==> src/hdl/frs_pkg.sv <==
// shared types, codes and constants for the serial frame receiver
// no dependencies; imported by every module of the block
package frs_pkg;

   // field widths fixed by the interface
   localparam int LENGTH_BITS_DEF = 32;
   localparam int POS_W           = 32;
   localparam int DATA_W          = 8;
   localparam int FUNC_W          = 2;
   localparam int PHASE_W         = 3;
   localparam int CSR_IDX_W       = 2;

   // item function codes
   localparam logic [FUNC_W-1:0] FUNC_BYTE    = 2'd0;
   localparam logic [FUNC_W-1:0] FUNC_TIMEOUT = 2'd1;
   localparam logic [FUNC_W-1:0] FUNC_RELEASE = 2'd2;

   // receiver phase codes
   localparam logic [PHASE_W-1:0] PH_IDLE  = 3'd0;
   localparam logic [PHASE_W-1:0] PH_HEAD1 = 3'd1;
   localparam logic [PHASE_W-1:0] PH_HEAD2 = 3'd2;
   localparam logic [PHASE_W-1:0] PH_DATA  = 3'd3;
   localparam logic [PHASE_W-1:0] PH_DONE  = 3'd4;

   // register indexes
   localparam logic [CSR_IDX_W-1:0] CSR_FIRST_HDR  = 2'd0;
   localparam logic [CSR_IDX_W-1:0] CSR_SECOND_HDR = 2'd1;
   localparam logic [CSR_IDX_W-1:0] CSR_MIN_LEN    = 2'd2;
   localparam logic [CSR_IDX_W-1:0] CSR_MAX_LEN    = 2'd3;

   // register reset values
   localparam logic [DATA_W-1:0] RST_FIRST_HDR  = 8'd126;
   localparam logic [DATA_W-1:0] RST_SECOND_HDR = 8'd85;
   localparam logic [DATA_W-1:0] RST_MIN_LEN    = 8'd1;
   localparam logic [DATA_W-1:0] RST_MAX_LEN    = 8'd255;

   // frame layout
   localparam int HDR_LEN         = 3;   // two header bytes plus length byte
   localparam int EXT_BASE        = 12;  // extended frame base added to min length
   localparam int EXT_FIELD_FIRST = 14;  // first byte of extended length field
   localparam int EXT_FIELD_LAST  = 17;  // last byte of extended length field

   typedef struct packed {
      logic [FUNC_W-1:0] func;
      logic [DATA_W-1:0] rx_byte;
   } req_type;

   typedef struct packed {
      logic               store_valid;
      logic [POS_W-1:0]   store_position;
      logic [DATA_W-1:0]  store_data;
      logic               frame_done;
      logic [POS_W-1:0]   frame_length;
      logic [PHASE_W-1:0] phase_code;
   } rsp_type;

   typedef struct packed {
      logic [DATA_W-1:0] first_hdr;
      logic [DATA_W-1:0] second_hdr;
      logic [DATA_W-1:0] min_len;
      logic [DATA_W-1:0] max_len;
   } cfg_type;

endpackage

==> src/hdl/frs_csr.sv <==
// configuration register file of the serial frame receiver
// depends on frs_pkg
module frs_csr (
   input  logic                          clock,
   input  logic                          reset,
   input  logic                          csr_valid,
   output logic                          csr_ready,
   input  logic [frs_pkg::CSR_IDX_W-1:0] csr_index,
   input  logic [frs_pkg::DATA_W-1:0]    csr_wdata,
   output frs_pkg::cfg_type              cfg
);
   import frs_pkg::*;

   cfg_type cfg_ff;
   cfg_type cfg_in;
   logic    wr_en;

   assign csr_ready = 1'b1;
   assign wr_en     = csr_valid && csr_ready;
   assign cfg       = cfg_ff;

   always_comb begin
      cfg_in = cfg_ff;
      if (wr_en) begin
         case (csr_index)
            CSR_FIRST_HDR:  cfg_in.first_hdr  = csr_wdata;
            CSR_SECOND_HDR: cfg_in.second_hdr = csr_wdata;
            CSR_MIN_LEN:    cfg_in.min_len    = csr_wdata;
            CSR_MAX_LEN:    cfg_in.max_len    = csr_wdata;
            default:        cfg_in = cfg_ff;
         endcase
      end
   end

   always_ff @(posedge clock) begin
      if (reset) begin
         cfg_ff.first_hdr  <= RST_FIRST_HDR;
         cfg_ff.second_hdr <= RST_SECOND_HDR;
         cfg_ff.min_len    <= RST_MIN_LEN;
         cfg_ff.max_len    <= RST_MAX_LEN;
      end else begin
         cfg_ff <= cfg_in;
      end
   end

endmodule

==> src/hdl/frs_core.sv <==
// frame state registers and the one-pass step logic of the serial frame receiver
// depends on frs_pkg
module frs_core #(
   parameter int LENGTH_BITS = frs_pkg::LENGTH_BITS_DEF
) (
   input  logic             clock,
   input  logic             reset,
   input  logic             step,
   input  frs_pkg::req_type item,
   input  frs_pkg::cfg_type cfg,
   output frs_pkg::rsp_type result
);
   import frs_pkg::*;

   localparam int              SUM_W   = POS_W + 1;
   localparam logic [LENGTH_BITS-1:0] LEN_MAX = {LENGTH_BITS{1'b1}};

   logic [PHASE_W-1:0]     phase_ff, phase_in;
   logic [LENGTH_BITS-1:0] byte_count_ff, byte_count_in;
   logic [LENGTH_BITS-1:0] expected_ff, expected_in;
   logic                   extended_ff, extended_in;

   logic                   st_valid;
   logic [LENGTH_BITS-1:0] st_pos;
   logic [DATA_W-1:0]      st_data;

   logic                   len_in_range;
   logic                   in_ext_field;
   logic [1:0]             shift_sel;
   logic [POS_W-1:0]       addend;
   logic [SUM_W-1:0]       ext_sum;
   logic [LENGTH_BITS-1:0] ext_expected;
   logic [LENGTH_BITS-1:0] data_expected;
   logic [LENGTH_BITS-1:0] count_inc;
   logic [DATA_W-1:0]      rx;

   assign rx           = item.rx_byte;
   assign len_in_range = (rx >= cfg.min_len) && (rx <= cfg.max_len);

   // extended length field, little-endian, one byte per position
   assign in_ext_field = extended_ff
                         && (byte_count_ff >= LENGTH_BITS'(EXT_FIELD_FIRST))
                         && (byte_count_ff <= LENGTH_BITS'(EXT_FIELD_LAST));
   assign shift_sel    = 2'(byte_count_ff[1:0] - 2'(EXT_FIELD_FIRST));
   assign addend       = POS_W'(rx) << {shift_sel, 3'b000};
   assign ext_sum      = SUM_W'(expected_ff) + SUM_W'(addend);
   assign ext_expected = (ext_sum > SUM_W'(LEN_MAX)) ? LEN_MAX : ext_sum[LENGTH_BITS-1:0];
   assign data_expected = in_ext_field ? ext_expected : expected_ff;
   assign count_inc    = byte_count_ff + LENGTH_BITS'(1);

   always_comb begin
      phase_in      = phase_ff;
      byte_count_in = byte_count_ff;
      expected_in   = expected_ff;
      extended_in   = extended_ff;
      st_valid      = 1'b0;
      st_pos        = '0;
      st_data       = '0;
      case (item.func)
         FUNC_BYTE: begin
            case (phase_ff)
               PH_IDLE: begin
                  if (rx == cfg.first_hdr) begin
                     phase_in      = PH_HEAD1;
                     byte_count_in = LENGTH_BITS'(1);
                     st_valid      = 1'b1;
                     st_data       = rx;
                  end
               end
               PH_HEAD1: begin
                  if (rx == cfg.second_hdr) begin
                     phase_in      = PH_HEAD2;
                     byte_count_in = LENGTH_BITS'(2);
                     st_valid      = 1'b1;
                     st_pos        = LENGTH_BITS'(1);
                     st_data       = rx;
                  end else if (rx == cfg.first_hdr) begin
                     // repeated first header byte restarts the match
                     byte_count_in = LENGTH_BITS'(1);
                     st_valid      = 1'b1;
                     st_data       = rx;
                  end else begin
                     phase_in      = PH_IDLE;
                     byte_count_in = '0;
                  end
               end
               PH_HEAD2: begin
                  if (len_in_range) begin
                     phase_in      = PH_DATA;
                     expected_in   = LENGTH_BITS'(rx) + LENGTH_BITS'(HDR_LEN);
                     extended_in   = 1'b0;
                     byte_count_in = LENGTH_BITS'(HDR_LEN);
                     st_valid      = 1'b1;
                     st_pos        = LENGTH_BITS'(2);
                     st_data       = rx;
                  end else if (rx == '0) begin
                     phase_in      = PH_DATA;
                     expected_in   = LENGTH_BITS'(cfg.min_len) + LENGTH_BITS'(EXT_BASE);
                     extended_in   = 1'b1;
                     byte_count_in = LENGTH_BITS'(HDR_LEN);
                     st_valid      = 1'b1;
                     st_pos        = LENGTH_BITS'(2);
                     st_data       = rx;
                  end else begin
                     phase_in      = PH_IDLE;
                     byte_count_in = '0;
                  end
               end
               PH_DATA: begin
                  expected_in   = data_expected;
                  st_valid      = 1'b1;
                  st_pos        = byte_count_ff;
                  st_data       = rx;
                  byte_count_in = count_inc;
                  if (count_inc >= data_expected) begin
                     phase_in = PH_DONE;
                  end
               end
               default: begin
                  // done (or unused code): bytes are dropped
                  phase_in = phase_ff;
               end
            endcase
         end
         FUNC_TIMEOUT: begin
            if (phase_ff == PH_HEAD1 || phase_ff == PH_HEAD2 || phase_ff == PH_DATA) begin
               if (byte_count_ff > LENGTH_BITS'(cfg.min_len)) begin
                  phase_in = PH_DONE;
               end else begin
                  phase_in      = PH_IDLE;
                  byte_count_in = '0;
               end
            end
         end
         FUNC_RELEASE: begin
            if (phase_ff == PH_DONE) begin
               phase_in      = PH_IDLE;
               byte_count_in = '0;
            end
         end
         default: begin
            phase_in = phase_ff;
         end
      endcase
   end

   always_comb begin
      result.store_valid    = st_valid;
      result.store_position = POS_W'(st_pos);
      result.store_data     = st_data;
      result.frame_done     = (phase_in == PH_DONE);
      result.frame_length   = POS_W'(byte_count_in);
      result.phase_code     = phase_in;
   end

   always_ff @(posedge clock) begin
      if (reset) begin
         phase_ff      <= PH_IDLE;
         byte_count_ff <= '0;
         expected_ff   <= '0;
         extended_ff   <= 1'b0;
      end else if (step) begin
         phase_ff      <= phase_in;
         byte_count_ff <= byte_count_in;
         expected_ff   <= expected_in;
         extended_ff   <= extended_in;
      end
   end

endmodule

==> src/hdl/serial_frame_receiver.sv <==
// top level of the serial frame receiver: input register, step core, result register
// depends on frs_pkg, frs_csr and frs_core
//
// usage
//   req channel: one transfer per item (func + rx_byte); func selects received
//     byte, idle timeout or release of a completed frame
//   rsp channel: exactly one transfer per accepted item, in order, with the
//     store position/data of an accepted byte and the frame status after it
//   csr channel: writes header bytes and the length window; always ready,
//     write only while no item is in flight
//   path: an item taken goes to the input register, then to the result register that drives rsp_valid
//   throughput: one item per cycle while rsp_stall is low; the step logic between
//     the input register and the result register is combinational
//   reset: synchronous; empties both registers, puts the receiver in idle with
//     a zero byte count and loads the register defaults
//   stall: a stalled result holds in the result register; one more item may
//     wait in the input register, then req_stall rises
module serial_frame_receiver #(
   parameter int LENGTH_BITS = frs_pkg::LENGTH_BITS_DEF
) (
   input  logic                          clock,
   input  logic                          reset,
   // item input
   input  logic                          req_valid,
   output logic                          req_stall,
   input  frs_pkg::req_type              req_data,
   // result output
   output logic                          rsp_valid,
   input  logic                          rsp_stall,
   output frs_pkg::rsp_type              rsp_data,
   // configuration writes
   input  logic                          csr_valid,
   output logic                          csr_ready,
   input  logic [frs_pkg::CSR_IDX_W-1:0] csr_index,
   input  logic [frs_pkg::DATA_W-1:0]    csr_wdata
);
   import frs_pkg::*;

   cfg_type cfg;

   // input register
   logic    in_valid_ff, in_valid_in;
   req_type in_item_ff;

   // result register
   logic    rsp_valid_ff, rsp_valid_in;
   rsp_type rsp_data_ff;
   rsp_type step_result;

   logic    out_load;   // result register free or being drained this cycle
   logic    step;       // item moves from input register to result register
   logic    req_xfer;

   frs_csr u_csr (
      .clock     (clock),
      .reset     (reset),
      .csr_valid (csr_valid),
      .csr_ready (csr_ready),
      .csr_index (csr_index),
      .csr_wdata (csr_wdata),
      .cfg       (cfg)
   );

   frs_core #(
      .LENGTH_BITS (LENGTH_BITS)
   ) u_core (
      .clock  (clock),
      .reset  (reset),
      .step   (step),
      .item   (in_item_ff),
      .cfg    (cfg),
      .result (step_result)
   );

   // handshake
   assign out_load  = !rsp_valid_ff || !rsp_stall;
   assign step      = in_valid_ff && out_load;
   assign req_stall = in_valid_ff && !out_load;
   assign req_xfer  = req_valid && !req_stall;

   // input register refills in the same cycle it empties
   always_comb begin
      if (req_xfer) begin
         in_valid_in = 1'b1;
      end else if (step) begin
         in_valid_in = 1'b0;
      end else begin
         in_valid_in = in_valid_ff;
      end
   end

   assign rsp_valid_in = out_load ? step : rsp_valid_ff;

   always_ff @(posedge clock) begin
      if (reset) begin
         in_valid_ff  <= 1'b0;
         rsp_valid_ff <= 1'b0;
      end else begin
         in_valid_ff  <= in_valid_in;
         rsp_valid_ff <= rsp_valid_in;
      end
   end

   // payload registers
   always_ff @(posedge clock) begin
      if (req_xfer) begin
         in_item_ff <= req_data;
      end
      if (step) begin
         rsp_data_ff <= step_result;
      end
   end

   assign rsp_valid = rsp_valid_ff;
   assign rsp_data  = rsp_data_ff;

   // a waiting item is never dropped while the result side is blocked
   a_hold_item: assert property (@(posedge clock) disable iff (reset)
      in_valid_ff && !step |=> in_valid_ff)
      else $error("waiting item lost from input register");

   // an accepted byte always advances the count to one past its position
   a_store_count: assert property (@(posedge clock) disable iff (reset)
      rsp_valid && rsp_data.store_valid |->
         rsp_data.frame_length == rsp_data.store_position + POS_W'(1))
      else $error("frame length does not follow stored position");

   // idle means an empty frame with nothing stored
   a_idle_empty: assert property (@(posedge clock) disable iff (reset)
      rsp_valid && rsp_data.phase_code == PH_IDLE |->
         rsp_data.frame_length == '0 && !rsp_data.store_valid)
      else $error("idle result carries frame data");

endmodule
==> config.mk <==
export PLATFORM = sky130hd
export DESIGN_NAME = serial_frame_receiver
export DESIGN_NICKNAME = d
export VERILOG_FILES = /design/src/hdl/frs_pkg.sv /design/src/hdl/frs_csr.sv /design/src/hdl/frs_core.sv /design/src/hdl/serial_frame_receiver.sv
export SDC_FILE = /design/constraint.sdc
export NUM_CORES = 1
export LEC_CHECK = 0
export BUFFER_PORTS_ARGS = -buffer_cell sky130_fd_sc_hd__buf_2
export CORE_MARGIN = 1.5
export CORE_UTILIZATION = 40
export CTS_BUF_LIST = sky130_fd_sc_hd__clkbuf_16
export DETAILED_ROUTE_END_ITERATION = 10
export SLEW_MARGIN = 25
export SYNTH_ARGS = -nofsm -noshare
export SYNTH_HDL_FRONTEND = slang
export SYNTH_HIERARCHICAL = 1
export SYNTH_SLANG_ARGS = --single-unit
export TNS_END_PERCENT = 20
==> constraint.sdc <==
create_clock -name clock -period 17.26 [get_ports clock]
set_clock_uncertainty 0.2 [all_clocks]
set_input_delay 0 -clock clock [delete_from_list [all_inputs] [get_ports clock]]
set_output_delay 0 -clock clock [all_outputs]
set_load 0.1 [all_outputs]
* Word level (Yosys, flattened, before mapping) *
Index checks and enable logic that the tools add are counted.

storage, ports and cells
  memories kept = 0
  register bits = 189
  output and inout port bits = 80
  latch bits = 0
  ROM bits = 0
  logic and storage cells = 114
  input bits = 25
  bits in writable memories = 0

cells by class
  magnitude comparators = 7
  add/subtract/negate cells = 5
  shift operators = 1
  multipliers = 0
  multiplexer cells = 44
  divide/modulo/power cells = 0
  eq/ne operators = 13
  bitwise operators = 0
  reduce and logical (&&, ||, !) cells = 26

operator list
  kind                   number
  $mux 32                11
  $pmux 32 s3            2
  $pmux 32 s4            1
  $pmux 32 s2            1
  $add 32x32->33         1
  $gt 33x32->1 const B   1
  $add 32x1->32 const B  1
  $ge 32x32->1           1
  $ge 32x4->1 const B    1
  $gt 32x8->1            1
  $le 32x5->1 const B    1
  $mux 8                 4
  $pmux 8 s4             1
  $shl 8x5->32           1
  $mux 3                 8
  $eq 8x8->1             2
  $pmux 3 s4             1
  $mux 1                 10
  $add 8x2->9 const B    1
  $add 8x4->9 const B    1
  $pmux 3 s3             1
  $ge 8x8->1             1
  $le 8x8->1             1
  $logic_not 8->1        1
  other kinds (17)       41

* Logic depth before layout (Yosys ltp) *
  depth after elaboration = 11
  depth in mapped cells = 24
  mapped depth without buffers = 22

* Cells and area by module *
The synthesis kept the hierarchy.

modules (own cells, without submodules)
  module                 area each (um^2)  cells each  instances  sequential area each (um^2)
  frs_core               8770.9            1235        1          1361.3
  serial_frame_receiver  2698.8            97          1          2652.5
  frs_csr                1286.2            128         1          640.6

* Worst setup path after synthesis *
No wires, ideal clock.

  path kind = reg-to-reg
  from = register rsp_valid_ff (netlist: rsp_valid)
  to = register u_core.byte_count_ff[10]
  data required time = 16.932 ns
  cell stages (with the launch flop) = 9
  buffers on the path = 3
  slack = 9.112 ns
  period minus slack after synthesis = 8.148 ns
  setup time = 0.128 ns
  arrival = 7.821 ns
  cells stage by stage = dfxtp_1 a21boi_0 clkbuf_1 inv_1 or3_1 buf_2 buf_2 a32oi_1 nor2_1

on the way
  longest elaborated chain between the ends = 3

ends and longest elaborated chain
  item                      line                          RTL
  start: declaration        serial_frame_receiver.sv:46   logic rsp_valid_ff, rsp_valid_in;
  start signal: assignment  serial_frame_receiver.sv:100  rsp_valid_ff <= rsp_valid_in;
  $logic_not 1->1           serial_frame_receiver.sv:76   assign out_load = !rsp_valid_ff || !rsp_stall;
  $logic_or 1x1->1          serial_frame_receiver.sv:76
  $logic_and 1x1->1         serial_frame_receiver.sv:77   assign step = in_valid_ff && out_load;
  named net step            serial_frame_receiver.sv:51   logic step;
  end signal: assignment    frs_core.sv:164               byte_count_ff <= byte_count_in;
  end: declaration          frs_core.sv:19                logic [LENGTH_BITS-1:0] byte_count_ff, byte_count_in;

The timed path passes the listed nets, and every way through them passes these cells.
A chain may end at the register's enable or synchronous reset.

==> run metrics <==
MaxCap Viol Count=0; Worst Tran Pin Value=0.980 ns; Power Total=1.07 mW; P&R area growth vs syn=13.2%; worst hold path type=input port to flop; vias per cell=5.78; fin util=0.459; Routed Antenna Nets=0; multi-input logic area=7510 sq um; Crit Path Class=flop to flop; CORE AREA=31500 sq um; Synth area leaders=edfxtp_1 (20%), dfxtp_1 (16%), ha_1 (9.3%); worst rel slew slack=0.346; Clk pwr share=0.386; setup repair after global routing missed its margin=no; initial antenna violation count=0; clock transition at the registers of the reported paths=0.08 ns; antenna cell count=0; achievable frequency=149 MHz; switching share of power=0.300; Avg Inst Size Synth=8.74 sq um; sequential share of the synthesized area=0.365; TNS Setup=0 ns; leakage=6.03 nW; Syn Nets=1581; Post-synth EDFFs=87; post-synth top area cell=edfxtp_1; routed len/inst=19.3 microns; mapped cell area=12800 sq um; IO Pins=105; share of cells above drive strength 1=0.119; YS warnings=6; crit path launch type=flop; root buf cell=clkbuf_16; outcome=finished clean; P_sw=322 uW; WHS=0.0565 ns; Data required, critical path=17.26 ns; sequential share of power=0.462; Gate power share=0.152; Clock Latency Late Sink=0.46 ns; post_cts resized=0; FF/Latch Area=4650 sq um; cell count after synthesis=1460; Yosys top cell area share=0.205; Int Power=752 uW; nature of the critical path endpoint=flop; GPL Wtd Cong=0.943; TritonCTS clock tree=yes; CTS Buffer Depth=2; row cnt=65; Final min period=6.70 ns; Placement Cell Area=13500 sq um; setup violators final=0; Starting Density=0.405; post-route clock period utilization=0.388; Total GRT Usage=0.228; Synth cell types=91; # clock sinks=189; VDD IR max=0.0732 mV; final wirelength=37600 microns; Main synth FF type=dfxtp_1; vias in the first global route=10350; DRT iter0 DRCs=958; largest net degree at the start of global routing=71; first-pass detailed-route iteration total=5; FFs w/ async S/R, synth=0; Seq cells post-synth=189; final worst slack=10.56 ns; Final #Nets=1655; CP Max Fanout=28; Final Hold Viols=0; DRC viols=0; global route overflow=0; CTS Buf Count=17; Final Non-Filler Cells=1949; quantity of I/O buffers inserted on ports=103; first-pass GRT wire length=58500 microns; Die Wd=182 microns; placed cells=1882; die area=33000 sq um; cell area after layout=14400 sq um; H-tree depth=4; Die Y=182 microns; Vias=11263; fillcell total=2999; Critical Path AT=6.71 ns; Final HPWL DP=26900 microns; setup slack at placement=10.74 ns; Max Slew Vio Count=0; pwr/cell area=74.4 nW/um^2
what timing repair did:
action | 4_1_cts | 5_1_grt
hold buffers | 35 | 0
buffers inserted | 0 | 0
hold endpoints to repair | 57 | 0
setup endpoints to repair | 0 | 0
cell usage in the layout (no fill, tap or decap), types with 30 or more instances in the layout:
master and n:
xor2_1 36, inv_1 55, a21oi_1 98, ha_1 95, nor2_1 127, edfxtp_1 87, nand2b_1 31, buf_2 103
mux2i_1 35, o21ai_0 90, nand2_1 110, dfxtp_1 102, and3_1 30, and2_1 50, xnor2_1 43, dlygate4sd3_1 35
a21o_1 30
routing by layer:
layer / track usage / routed length, microns
met5: 0 / 0
met4: 0.0613 / 693
met3: 0.0389 / 2550
met2: 0.361 / 17000
met1: 0.320 / 17300
registers in the layout (all words and copies together), names as in the netlist:
| signal | cells |
|---|---|
| in_item_ff | 10 |
| in_valid_ff | 1 |
| rsp_data | 77 |
| rsp_valid | 1 |
| u_core/byte_count_ff | 32 |
| u_core/expected_ff | 32 |
| u_core/extended_ff | 1 |
| u_core/phase_ff | 3 |
| u_csr/cfg | 32 |
area by class of cell:
type,count,area share
multi-input combinational,1121,0.520
timing repair buffer,149,0.0657
clock inverter,15,0.0128
clock buffer,17,0.0295
inverter,56,0.0146
sequential,189,0.322
tap,402,0.0348
power by group through the flow:
| stage | sequential, mW | clock (mW) | combinational [mW] |
|---|---|---|---|
| global route | 0.498 | 0.436 | 0.174 |
| floorplan | 0.564 | 0 | 0.0632 |
| detailed placement | 0.506 | 0 | 0.156 |
| CTS | 0.496 | 0.421 | 0.162 |
| global placement | 0.506 | 0 | 0.156 |
| finish | 0.496 | 0.414 | 0.164 |
final timing paths:
path         slack (ns)  depth (start not counted)                     end               startpoint
max               10.56                         21            rsp_data[35]  u_core/byte_count_ff[1]
min                0.06                          2           in_item_ff[5]              req_data[5]
max reg2reg       10.56                         21            rsp_data[35]  u_core/byte_count_ff[1]
min reg2reg        0.29                          2  u_core/expected_ff[10]   u_core/expected_ff[10]
logic make-up after synthesis:
group                    after synthesis  synth area share
AND/OR/NAND/NOR                      507             0.204
multiplexers                          36            0.0283
other                                  1          0.000294
buffers and inverters                150            0.0473
XOR/XNOR                              79            0.0542
AO/OA/AOI/OAI                        402             0.206
adder cells (fa/ha/maj)               96            0.0948
flip-flops                           189             0.365
critical path, cell delays in order (launching register included):
cell,delay [ns]
dfxtp_1,0.97
clkinv_1,0.58
nor3_1,0.30
ha_1,0.24
inv_1,0.07
fa_1,0.40
nor2b_1,0.21
o31ai_1,0.12
a31oi_2,0.29
o211ai_1,0.14
o211ai_1,0.22
a211o_1,0.44
o22ai_1,0.20
ha_1,0.32
a21oi_1,0.15
o21ai_0,0.10
a221oi_1,0.46
o211ai_1,0.18
a21oi_1,0.26
o221ai_1,0.17
o221a_2,0.29
nor3b_1,0.14
Yosys cell counts, types with 29 or more instances:
cell type    n
nand2b_1    31
a21o_1      30
dfxtp_1    102
xnor2_1     43
xor2_1      36
and2_1      50
a21oi_1     98
mux2i_1     35
clkbuf_1    71
nand2_1    110
inv_1       54
ha_1        95
edfxtp_1    87
nand3_1     29
and3_1      30
nor2_1     129
nor3_1      29
o21ai_0     90
Power figures use the tool's default switching activity.
